`config.mk`:
```
export PLATFORM = sky130hd
export DESIGN_NAME = utf16_to_utf8_encoder_core
export DESIGN_NICKNAME = d
export VERILOG_FILES = /design/src/sv/u2u8_pkg.sv /design/src/sv/u2u8_plan.sv /design/src/sv/u2u8_outbuf.sv /design/src/sv/utf16_to_utf8_encoder_core.sv
export VERILOG_INCLUDE_DIRS = /design/src /design/src/sv
export SDC_FILE = /design/constraint.sdc
export NUM_CORES = 1
export LEC_CHECK = 0
export BUFFER_PORTS_ARGS = -buffer_cell sky130_fd_sc_hd__buf_2
export CORE_ASPECT_RATIO = 1.4
export CORE_UTILIZATION = 25
export DETAILED_ROUTE_END_ITERATION = 8
export GPL_TIMING_DRIVEN = 1
export PLACE_DENSITY_LB_ADDON = 0.08
export REMOVE_ABC_BUFFERS = 1
export SETUP_SLACK_MARGIN = 0.15
export SYNTH_ARGS = -nofsm -noshare
export SYNTH_HDL_FRONTEND = slang
export SYNTH_HIERARCHICAL = 1
export SYNTH_SLANG_ARGS = --single-unit
```
`constraint.sdc`:
```
create_clock -name clk -period 13.9 [get_ports clk]
set_input_delay 3.475 -clock clk [delete_from_list [all_inputs] [get_ports clk]]
set_output_delay 3.475 -clock clk [all_outputs]
set_load 0.02 [all_outputs]
```
`src/sv/assert_macros.svh`:
```
// ----------------------------------------------------------------------------
// assert_macros.svh
// Shared concurrent assertion macros, clocked on clk and disabled in rst.
// ----------------------------------------------------------------------------
`ifndef ASSERT_MACROS_SVH
`define ASSERT_MACROS_SVH

// Same-cycle implication
`define ASSERT_IMPL(label, ante, cons) \
  label: assert property (@(posedge clk) disable iff (rst) (ante) |-> (cons)) \
    else $error("assertion failed");

// Next-cycle implication
`define ASSERT_NEXT(label, ante, cons) \
  label: assert property (@(posedge clk) disable iff (rst) (ante) |=> (cons)) \
    else $error("assertion failed");

// Invariant
`define ASSERT_ALWAYS(label, expr) \
  label: assert property (@(posedge clk) disable iff (rst) (expr)) \
    else $error("assertion failed");

`endif

```
`src/sv/u2u8_pkg.sv`:
```
// ----------------------------------------------------------------------------
// u2u8_pkg
// Types, constants and byte encoding helpers for the UTF-16 to UTF-8 encoder.
// ----------------------------------------------------------------------------
package u2u8_pkg;

  localparam int unsigned RESULTS_MAX = 6;

  localparam logic [10:0] MAX_CAPACITY = 11'd1024;
  localparam logic [10:0] COUNT_LIMIT  = 11'd2047;
  localparam logic [10:0] CAPACITY_RST = 11'd1024;

  localparam logic [15:0] UNIT_1B_MAX = 16'h007f;
  localparam logic [15:0] UNIT_2B_MAX = 16'h07ff;
  localparam logic [15:0] SURR_MASK   = 16'hfc00;
  localparam logic [15:0] SURR_HIGH   = 16'hd800;
  localparam logic [15:0] SURR_LOW    = 16'hdc00;
  localparam logic [10:0] PLANE_OFS   = 11'h040;

  localparam logic [7:0] LEAD_2B = 8'hc0;
  localparam logic [7:0] LEAD_3B = 8'he0;
  localparam logic [7:0] LEAD_4B = 8'hf0;
  localparam logic [7:0] CONT    = 8'h80;

  // register indexes on the APB port
  localparam logic REG_CAPACITY   = 1'b0;
  localparam logic REG_COUNT_ONLY = 1'b1;

  typedef struct packed {
    logic [9:0]  held_high;
    logic        have_held;
    logic [10:0] bytes_written;
    logic        stopped;
  } str_state_t;

  typedef struct packed {
    logic [7:0]  out_byte;
    logic        is_terminator;
    logic        run_last;
    logic [10:0] byte_length;
    logic        truncated;
  } res_t;

  typedef struct packed {
    logic [2:0]      n;
    logic [2:0][7:0] b;
  } enc_t;

  typedef struct packed {
    logic        emit;
    logic [10:0] bw;
    logic        st;
  } seq_t;

  function automatic enc_t enc_unit(input logic [15:0] u);
    enc_t e;
    e.n = 3'd3;
    e.b = '0;
    if (u <= UNIT_1B_MAX) begin
      e.n    = 3'd1;
      e.b[0] = u[7:0];
    end else if (u <= UNIT_2B_MAX) begin
      e.n    = 3'd2;
      e.b[0] = LEAD_2B | {3'b000, u[10:6]};
      e.b[1] = CONT | {2'b00, u[5:0]};
    end else begin
      e.b[0] = LEAD_3B | {4'b0000, u[15:12]};
      e.b[1] = CONT | {2'b00, u[11:6]};
      e.b[2] = CONT | {2'b00, u[5:0]};
    end
    return e;
  endfunction

endpackage

```
`src/sv/u2u8_plan.sv`:
```
// ----------------------------------------------------------------------------
// u2u8_plan
// Works out, for one code unit, the result list and the next string state.
// ----------------------------------------------------------------------------
module u2u8_plan import u2u8_pkg::*; (
  input  logic [15:0]                   unit,
  input  str_state_t                    state,
  input  logic [10:0]                   capacity,
  input  logic                          count_only,
  output str_state_t                    state_next,
  output res_t [RESULTS_MAX-1:0]        res,
  output logic [2:0]                    res_cnt
);

  logic [10:0]     lim;
  logic            is_low;
  logic            is_high;
  enc_t            enc_a;
  enc_t            enc_b;
  seq_t            sqa;
  seq_t            sqb;
  logic [10:0]     bw1;
  logic            st1;
  logic [2:0]      a_n;
  logic [2:0]      b_n;
  logic [3:0][7:0] a_b;
  logic [2:0][7:0] b_b;
  logic            term;
  logic [10:0]     z;
  logic [2:0]      j;

  function automatic seq_t emit_seq(input logic [10:0] bw, input logic st,
                                    input logic [2:0] n, input logic [10:0] lm,
                                    input logic co);
    seq_t        r;
    logic [11:0] sum;
    r.emit = 1'b0;
    r.bw   = bw;
    r.st   = st;
    sum    = {1'b0, bw} + {9'd0, n};
    if (!st) begin
      if (co) begin
        r.bw = (sum > {1'b0, COUNT_LIMIT}) ? COUNT_LIMIT : sum[10:0];
      end else if (sum + 12'd1 > {1'b0, lm}) begin
        r.st = 1'b1;
      end else begin
        r.emit = 1'b1;
        r.bw   = sum[10:0];
      end
    end
    return r;
  endfunction

  assign lim     = (capacity > MAX_CAPACITY) ? MAX_CAPACITY : capacity;
  assign is_low  = (unit & SURR_MASK) == SURR_LOW;
  assign is_high = (unit & SURR_MASK) == SURR_HIGH;
  assign enc_a   = enc_unit(SURR_HIGH | {6'd0, state.held_high});
  assign enc_b   = enc_unit(unit);
  assign z       = {1'b0, state.held_high} + PLANE_OFS;

  always_comb begin
    state_next = state;
    sqa        = '0;
    sqb        = '0;
    bw1        = state.bytes_written;
    st1        = state.stopped;
    a_n        = 3'd0;
    b_n        = 3'd0;
    a_b        = '0;
    b_b        = enc_b.b;
    term       = 1'b0;
    if (state.have_held && is_low) begin
      // surrogate pair: four bytes, lead byte keeps three bits of the plane
      sqa    = emit_seq(state.bytes_written, state.stopped, 3'd4, lim, count_only);
      a_n    = sqa.emit ? 3'd4 : 3'd0;
      a_b[0] = LEAD_4B | {5'd0, z[10:8]};
      a_b[1] = CONT | {2'b00, z[7:2]};
      a_b[2] = CONT | {2'b00, z[1:0], unit[9:6]};
      a_b[3] = CONT | {2'b00, unit[5:0]};
      state_next = '{held_high: '0, have_held: 1'b0, bytes_written: sqa.bw,
                     stopped: sqa.st};
    end else begin
      if (state.have_held) begin
        // lone high surrogate flushed as three bytes
        sqa = emit_seq(state.bytes_written, state.stopped, enc_a.n, lim, count_only);
        a_n = sqa.emit ? enc_a.n : 3'd0;
        a_b = {8'd0, enc_a.b};
        bw1 = sqa.bw;
        st1 = sqa.st;
      end
      if (unit == '0) begin
        term       = 1'b1;
        b_n        = 3'd1;
        state_next = '0;
      end else if (!st1 && is_high) begin
        state_next = '{held_high: unit[9:0], have_held: 1'b1, bytes_written: bw1,
                       stopped: st1};
      end else if (!st1) begin
        sqb        = emit_seq(bw1, st1, enc_b.n, lim, count_only);
        b_n        = sqb.emit ? enc_b.n : 3'd0;
        state_next = '{held_high: '0, have_held: 1'b0, bytes_written: sqb.bw,
                       stopped: sqb.st};
      end else begin
        state_next = '{held_high: '0, have_held: 1'b0, bytes_written: bw1,
                       stopped: st1};
      end
    end
  end

  assign res_cnt = a_n + b_n;

  always_comb begin
    j = '0;
    for (int i = 0; i < RESULTS_MAX; i++) begin
      res[i] = '0;
      j      = 3'(i) - a_n;
      if (3'(i) < a_n) begin
        res[i].out_byte = a_b[2'(i)];
      end else if (term) begin
        res[i].is_terminator = 1'b1;
        res[i].byte_length   = bw1;
        res[i].truncated     = st1;
      end else if (j < 3'd3) begin
        res[i].out_byte = b_b[j[1:0]];
      end
      res[i].run_last = (3'(i) == res_cnt - 3'd1);
    end
  end

endmodule

```
`src/sv/u2u8_outbuf.sv`:
```
// ----------------------------------------------------------------------------
// u2u8_outbuf
// Result buffer: holds one unit's results and hands them out one per cycle while out_ready is high.
// ----------------------------------------------------------------------------
module u2u8_outbuf import u2u8_pkg::*; (
  input  logic                   clk,
  input  logic                   rst,
  input  logic                   load,
  input  res_t [RESULTS_MAX-1:0] load_res,
  input  logic [2:0]             load_cnt,
  output logic                   free,
  output logic                   out_valid,
  input  logic                   out_ready,
  output logic [7:0]             out_byte,
  output logic                   is_terminator,
  output logic                   run_last,
  output logic [10:0]            byte_length,
  output logic                   truncated
);

  res_t [RESULTS_MAX-1:0] ents;
  logic [2:0]             rem;
  logic [2:0]             idx;
  res_t                   cur;

  assign out_valid = rem != '0;
  assign free      = (rem == '0) || (rem == 3'd1 && out_ready);
  assign cur       = ents[idx];

  assign out_byte      = cur.out_byte;
  assign is_terminator = cur.is_terminator;
  assign run_last      = cur.run_last;
  assign byte_length   = cur.byte_length;
  assign truncated     = cur.truncated;

  always_ff @(posedge clk) begin
    if (rst) begin
      rem <= '0;
      idx <= '0;
    end else if (load) begin
      rem <= load_cnt;
      idx <= '0;
    end else if (out_valid && out_ready) begin
      rem <= rem - 3'd1;
      idx <= idx + 3'd1;
    end
  end

  always_ff @(posedge clk) begin
    if (load) begin
      ents <= load_res;
    end
  end

endmodule

```
`src/sv/utf16_to_utf8_encoder_core.sv`:
```
// A unit is taken into the input register, planned combinationally and loaded into
// the result buffer, which offers its results. The buffer hands out one result
// byte per cycle while out_ready is high, up to 6 per unit. A unit with no result
// commits without waiting; any other waits in the input register until the buffer drains.
// Reset (rst, synchronous): clears string state, buffers and count-only mode, capacity to 1024.
// ----------------------------------------------------------------------------
// utf16_to_utf8_encoder_core
// UTF-16 code unit stream to UTF-8 byte stream with terminator and length.
// ----------------------------------------------------------------------------
`include "assert_macros.svh"

module utf16_to_utf8_encoder_core import u2u8_pkg::*; (
  input  logic        clk,
  input  logic        rst,
  // APB configuration
  input  logic        psel,
  input  logic        penable,
  input  logic        pwrite,
  input  logic [2:0]  paddr,
  input  logic [31:0] pwdata,
  output logic [31:0] prdata,
  output logic        pready,
  // input channel
  input  logic        in_valid,
  output logic        in_ready,
  input  logic [15:0] code_unit,
  // output channel
  output logic        out_valid,
  input  logic        out_ready,
  output logic [7:0]  out_byte,
  output logic        is_terminator,
  output logic        run_last,
  output logic [10:0] byte_length,
  output logic        truncated
);

  logic [10:0]            capacity;
  logic                   count_only;
  logic                   unit_valid;
  logic [15:0]            unit_q;
  str_state_t             state;
  str_state_t             state_next;
  res_t [RESULTS_MAX-1:0] plan_res;
  logic [2:0]             plan_cnt;
  logic                   buf_free;
  logic                   commit;
  logic                   cfg_wr;

  // configuration registers
  assign pready = 1'b1;
  assign cfg_wr = psel && penable && pwrite && pready;

  always_ff @(posedge clk) begin
    if (rst) begin
      capacity   <= CAPACITY_RST;
      count_only <= 1'b0;
    end else if (cfg_wr) begin
      case (paddr[2])
        REG_CAPACITY:   capacity   <= pwdata[10:0];
        REG_COUNT_ONLY: count_only <= pwdata[0];
        default: ;
      endcase
    end
  end

  always_comb begin
    case (paddr[2])
      REG_CAPACITY:   prdata = {21'd0, capacity};
      REG_COUNT_ONLY: prdata = {31'd0, count_only};
      default:        prdata = '0;
    endcase
  end

  // input register; a unit with no results commits without waiting for the buffer
  assign commit   = unit_valid && (plan_cnt == '0 || buf_free);
  assign in_ready = !unit_valid || commit;

  always_ff @(posedge clk) begin
    if (rst) begin
      unit_valid <= 1'b0;
    end else if (in_ready) begin
      unit_valid <= in_valid;
    end
  end

  always_ff @(posedge clk) begin
    if (in_valid && in_ready) begin
      unit_q <= code_unit;
    end
  end

  always_ff @(posedge clk) begin
    if (rst) begin
      state <= '0;
    end else if (commit) begin
      state <= state_next;
    end
  end

  u2u8_plan u_plan (
    .unit       (unit_q),
    .state      (state),
    .capacity   (capacity),
    .count_only (count_only),
    .state_next (state_next),
    .res        (plan_res),
    .res_cnt    (plan_cnt)
  );

  u2u8_outbuf u_outbuf (
    .clk           (clk),
    .rst           (rst),
    .load          (commit && plan_cnt != '0),
    .load_res      (plan_res),
    .load_cnt      (plan_cnt),
    .free          (buf_free),
    .out_valid     (out_valid),
    .out_ready     (out_ready),
    .out_byte      (out_byte),
    .is_terminator (is_terminator),
    .run_last      (run_last),
    .byte_length   (byte_length),
    .truncated     (truncated)
  );

  // a held surrogate is only kept while output is still running
  `ASSERT_ALWAYS(a_held_not_stopped, !(state.have_held && state.stopped))
  `ASSERT_IMPL(a_term_is_last, out_valid && is_terminator, run_last)
  `ASSERT_IMPL(a_len_only_on_term, out_valid && !is_terminator,
               byte_length == '0 && !truncated)
  `ASSERT_NEXT(a_term_clears, commit && unit_q == '0,
               state.bytes_written == '0 && !state.stopped && !state.have_held)

endmodule

```
==> results of run 1 <==
## layer usage
layer	part of all wire [%]	global-route usage (%)	vias to the layer above
li1	-	-	4486
met1	43	18.2	4450
met2	53	28.7	183
met3	2.5	2.09	34
met4	2.2	5.32	0
met5	0	0	-
## cell usage in the layout (no fill, tap or decap), drive strengths merged, types with 9 or more instances in the layout
| cell | count |
|---|---|
| and3 | 15 |
| a21oi | 55 |
| mux2 | 25 |
| nor2b | 22 |
| and2 | 15 |
| o21ai | 51 |
| nor2 | 124 |
| a22oi | 9 |
| edfxtp | 148 |
| nand3 | 24 |
| mux2i | 78 |
| nand2b | 55 |
| ha | 49 |
| xor2 | 20 |
| clkbuf | 20 |
| dfxtp | 40 |
| o22ai | 25 |
| nor3 | 23 |
| buf | 107 |
| xnor2 | 39 |
| conb | 25 |
| nand4 | 13 |
| inv | 41 |
| o221ai | 22 |
| nand2 | 111 |
## power by group through the flow
stage	clock, mW	sequential, mW	combinational (mW)
5_1_grt	0.577	0.769	0.766
2_1_floorplan	0	0.783	0.428
3_5_place_dp	0	0.772	0.703
6_report	0.538	0.758	0.690
4_1_cts	0.557	0.760	0.706
3_3_place_gp	0	0.771	0.703
## what timing repair did
| item | in CTS | in global routing |
|---|---|---|
| setup endpoints to repair | 0 | 1 |
| setup buffers | 0 | 0 |
| gates resized for setup | 0 | 12 |
## flip-flops by register name, indices dropped and copies added, names as in the netlist
| register | count |
|---|---|
| u_outbuf/idx | 3 |
| capacity | 11 |
| state | 21 |
| unit_q | 16 |
| unit_valid | 1 |
| count_only | 1 |
| u_outbuf/ents | 132 |
| u_outbuf/rem | 3 |
## how the worst max path moves through the flow
stage	slack (ns)	cells after the start	to	startpoint
after global placement	0.82	43	in_ready	state[1]$_SDFFE_PP0P_
after floorplan	1.43	40	in_ready	state[3]$_SDFFE_PP0P_
after global routing	0.18	42	in_ready	state[3]$_SDFFE_PP0P_
after detailed placement	0.80	42	in_ready	state[5]$_SDFFE_PP0P_
after CTS	0.21	44	in_ready	state[5]$_SDFFE_PP0P_
final	0.85	41	in_ready	state[5]$_SDFFE_PP0P_
## cell type report
cell class | instances | share of cell area (%)
timing repair buffer | 107 | 4.62
tap | 630 | 5.77
clock inverter | 12 | 1.35
multi-input combinational | 917 | 45.5
clock buffer | 20 | 3.27
sequential | 188 | 38.4
inverter | 37 | 1.02
## worst min-delay path: cells and delay by family (launching register included)
family | cells | cell delay [ns]
and+or+nand+nor | 1 | 0.05
DFF | 1 | 0.33
AOI/OAI and AO/OA | 1 | 0.05
==> results by group, run 1 <==
Status
  – Status: complete, no violations

Worst setup path
  – Max FO, Critical Path: 12
  – Startpoint class of the critical path: register
  – Critical Path Most Common Cell: ha_1
  – Worst Path Required: 10.43 ns
  – Delay-heaviest family, CP: compound AO/OA/AOI/OAI gates
  – Worst r2r path cells: 43
  – Setup crit end kind: output pin
  – Worst Path Buf+Inv: 4
  – Kind of critical path: reg -> out
  – Slowest cell on the critical path: fa_2
  – R2R Path Start: state[5]$_SDFFE_PP0P_
  – Critical Path Max Stage Delay: around 0.59 ns
  – Reg-to-Reg End: u_outbuf/ents[6]$_DFFE_PP_
  – Signal arrival time at the worst endpoint: roughly 9.6 ns
  – Reg2Reg Setup Slack: between 3 and 4 ns

Power and ir drop
  – PwrDens: around 150 nW/um2
  – Clock network power share: between 20% and 30%
  – Switch share: between 30% and 40%
  – Comb power frac: 34.7%
  – Overall power after layout: 1.99 mW
  – Worst VDD drop: 0.0000944 V
  – Cell Int Power: 1.28 mW
  – NetSw: 712 uW
  – Sequential Power Share: around two fifths
  – Leakage: between 4 and 5 nW

Flow run
  – Max-cap violation count: 0

Layout
  – Post-route cell area: 13700 um2
  – Layout cell share with drive strength beyond 1: about 16%
  – Final Net Count: ~1400
  – Final core utilization: between 20 and 30%
  – Finished Layout Cells: 1911
  – Sequential Area: 5250 um2
  – Multi-input logic area: between 6000 and 7000 um2
  – Diode count: 0
  – Area grow syn2layout: 11.9%
  – Layout fillers: slightly above 5000

Floorplanning
  – Core Footprint: 48100 um2
  – IO Pins: 115
  – Die Wd: ~190 um
  – Die area: 49700 um2
  – Die Y: approximately 260 um
  – Rows: 95
  – Starting density of the core: between 20% and 30%

GRT
  – Vias in the first global route: ~9300
  – Initial antenna violation count: 1
  – Largest net degree at the start of global routing: 77
  – Total gr overflow: 0
  – All-Layer GR Usage: 15.6%
  – First-pass GRT wire length: between 50000 and 60000 um

Place
  – Dpl ws: around 0.80 ns
  – Cell count after placement: between 1500 and 2000
  – HPWL after DPL: 27600 um
  – Area post-placement: between 10000 and 15000 um2
  – Routability Congestion: between 0.7 and 0.8
  – Port bufs: between 60 and 70

Synth
  – Post-Synthesis Cell Area: about 12000 um2
  – Cells after Synth: about 1200
  – Yosys warns: 6
  – Avg Inst Size Synth: between 9 and 10 um2

Hold path
  – Hold_sp: capacity[9]$_SDFFE_PP0P_
  – Hold Path Class: reg -> reg
  – Worst Hold Depth: 2
  – Sink of the worst hold path: capacity[9]$_SDFFE_PP0P_

Detailed routing
  – Via Count: between 9000 and 10000
  – Drt via density: between 4 and 5
  – Initial DRC count: between 400 and 500
  – DR WL/cell: 19.9 um
  – DRC viols: 0
  – Final wirelength: 38000 um
  – Final ANT Viol Nets: 0
  – Pre-Repair DR Iteration Count: 6

Timing
  – Final worst slack: roughly 0.85 ns
  – Setup TNS: 0 ns
  – Clock skew: around 0.016 ns
  – Minimum clock period: 13.05 ns
  – Max-slew violations: 0
  – Final setup viols: 0
  – Final Hold Slack: 0.473 ns
  – Unrepaired setup endpoints after global routing: false
  – Slew margin rel.: between 30% and 40%
  – Slew @ Worst Pin: around 0.96 ns
  – Max Clk Rate: roughly 77 MHz
  – Final Hold Vio Count: 0
  – Period utilization: around 94%

Clocking
  – Cts bufs inserted: 17
  – Clock Sinks: 188
  – Clk slew on worst S/H paths: ~0.08 ns
  – CTS root buffer: clkbuf_16
  – Post-CTS Hold Buffers: 0
  – H-tree depth: 4
  – Clock buffer depth: 2
  – Clock latency on the worst-skew pair: between 0.4 and 0.5 ns
  – CTS tree: built
Note: power is estimated with default switching activity, not from simulation.
==> run 2, diff against run 1 <==
--- a/config.mk
+++ b/config.mk
@@ -10,6 +10,7 @@
 export CORE_ASPECT_RATIO = 1.4
 export CORE_UTILIZATION = 25
 export DETAILED_ROUTE_END_ITERATION = 8
+export GPL_ROUTABILITY_DRIVEN = 0
 export GPL_TIMING_DRIVEN = 1
 export PLACE_DENSITY_LB_ADDON = 0.08
 export REMOVE_ABC_BUFFERS = 1
==> constraint.sdc (replaced) <==
create_clock -name clk -period 13.9 [get_ports clk]
set_input_delay 1.39 -clock clk [delete_from_list [all_inputs] [get_ports clk]]
set_output_delay 1.39 -clock clk [all_outputs]
set_load 0.02 [all_outputs]
==> results by group, run 2 (synthesis gave the netlist of run 1 again) <==
GRT
  – Grt met3 use: slightly below 2%
  – First-pass GRT wire length: 58000 um
  – Routing usage on met2: ~28%
  – Total gr overflow: 0
  – Largest net degree at the start of global routing: between 70 and 80
  – Initial antenna violation count: 0
  – GRT busiest layer: met2
  – All-Layer GR Usage: between 10% and 20%
  – Met1 Use GR: between 10% and 20%
  – Vias in the first global route: 9294

Worst setup path
  – Worst Path Required: 12.51 ns
  – Max FO, Critical Path: 27
  – Slowest cell on the critical path: dfxtp_1
  – Reg2Reg Setup Slack: between 2 and 2.5 ns
  – Startpoint class of the critical path: register
  – Critical Path Most Common Cell: ha_1
  – Signal arrival time at the worst endpoint: between 10 and 15 ns
  – Critical Path Max Stage Delay: between 0.7 and 0.8 ns
  – Kind of critical path: reg -> out
  – Setup crit end kind: output pin

Clocking
  – Clock buffer depth: 2
  – CTS root buffer: clkbuf_16
  – Clk slew on worst S/H paths: about 0.070 ns
  – CTS tree: built
  – Post-CTS Hold Buffers: 0
  – Cts bufs inserted: 17
  – Clock Sinks: 188
  – Post-CTS sizing: 0
  – Setup Fix Bufs, Post-CTS: 0
  – H-tree depth: 4
  – Clock latency on the worst-skew pair: 0.46 ns

Power and ir drop
  – Overall power after layout: roughly 1.9 mW
  – PwrDens: ~140 nW/um2
  – Leakage: about 4.7 nW
  – Worst VDD drop: between 0.00008 and 0.00009 V

Detailed routing
  – Initial DRC count: between 500 and 600
  – DR WL/cell: between 20 and 25 um
  – Pre-Repair DR Iteration Count: 5
  – Final ANT Viol Nets: 0
  – Final wirelength: ~38000 um
  – Via Count: about 9200
  – DRC viols: 0
  – Drt via density: ~4.8

Timing
  – Max Clk Rate: between 80 and 90 MHz
  – Slew margin rel.: 26.0%
  – Final setup viols: 0
  – Minimum clock period: between 10 and 15 ns
  – Clock skew: around 0.018 ns
  – Setup TNS: 0 ns
  – Final Hold Vio Count: 0
  – Period utilization: between 80% and 90%
  – Unrepaired setup endpoints after global routing: false
  – Max-slew violations: 0
  – Slew @ Worst Pin: approximately 1.1 ns
  – Final Hold Slack: around 0.47 ns

Status
  – Status: complete, no violations

Hold path
  – Hold Path Class: reg -> reg

Floorplanning
  – Die area: 49700 um2
  – Rows: 95
  – IO Pins: 115
  – Die Y: 263 um
  – Starting density of the core: about a quarter
  – Die Wd: 189 um
  – Core Footprint: around 48000 um2

Layout
  – Most frequent cells in the layout: 148 x edfxtp_1, 121 x nor2_1, 111 x nand2_1
  – Layout cell share with drive strength beyond 1: between 10% and 20%
  – Largest register by flop count: u_outbuf/ents
  – Regs by FF count: u_outbuf/ents x132, state x21, unit_q x16
  – Final Net Count: 1358
  – Commonest non-fill, non-tap cell in the layout: edfxtp_1
  – Max reg flops: approximately 130
  – Area grow syn2layout: 9.91%

Flow run
  – Max-cap violation count: 0

Place
  – HPWL after DPL: between 20000 and 30000 um
  – Port bufs: slightly below 70
run 2: changes by cell type in the layout (fill, tap and decap cells not counted), sizes merged:
cell,before,now
bufinv,4,2
clkbuf,20,22
inv,41,39
diode,0,1
buf,107,88
clkinv,3,4
clkinvlp,1,2
run 2: worst paths after layout:
check,from,endpoint,cells after the start
worst max-delay path,state[1]$_SDFFE_PP0P_,in_ready,44
worst min register to register,state[16]$_SDFFE_PP0P_,state[16]$_SDFFE_PP0P_,2
worst max register to register,state[1]$_SDFFE_PP0P_,u_outbuf/ents[30]$_DFFE_PP_,44
worst min-delay path,state[16]$_SDFFE_PP0P_,state[16]$_SDFFE_PP0P_,2
run 2: metal layers:
| layer | vias up | routed length [um] |
|---|---|---|
| met5 | - | 0 |
| li1 | 4463 | - |
| met1 | 4472 | 16200 |
| met2 | 178 | 19900 |
| met3 | 52 | 938 |
| met4 | 0 | 1330 |
run 2: area by class of cell:
class | count | area [um2]
Fill cell | 5120 | 34700
Multi-Input combinational cell | 917 | 6160
Sequential cell | 188 | 5250
Tap cell | 630 | 788
Timing Repair Buffer | 88 | 500
Clock buffer | 22 | 454
Inverter | 37 | 139
Clock inverter | 10 | 116
Antenna cell | 1 | 2.50
run 2: power by group:
part	internal (mW)	leakage [nW]	switching, mW
sequential	0.721	1.72	0.0463
clock	0.271	0.275	0.222
combinational	0.232	2.73	0.418
run 2: metrics by stage:
stage / setup WS (ns) / instances / util, % / area [um2]
6_report: 1.42 / 1893 / 27.8 / 13400
5_1_grt: 0.457 / 1892 / 27.8 / 13400
3_3_place_gp: 2.06 / 1860 / 26.7 / 12800
3_5_place_dp: 2.05 / 1860 / 26.7 / 12800
2_1_floorplan: 3.14 / 1142 / - / 11500
4_1_cts: 1.50 / 1892 / 27.8 / 13400
run 2: critical path, delay by kind of cell, from the launching register on:
| family | cells | cell delay (ns) |
|---|---|---|
| AOI/OAI and AO/OA | 14 | 2.79 |
| xor gates and xnor gates | 4 | 0.86 |
| adders and majority gates | 7 | 2.56 |
| buffers and inverters | 5 | 0.87 |
| DFF | 1 | 0.74 |
| and+or+nand+nor | 14 | 2.79 |
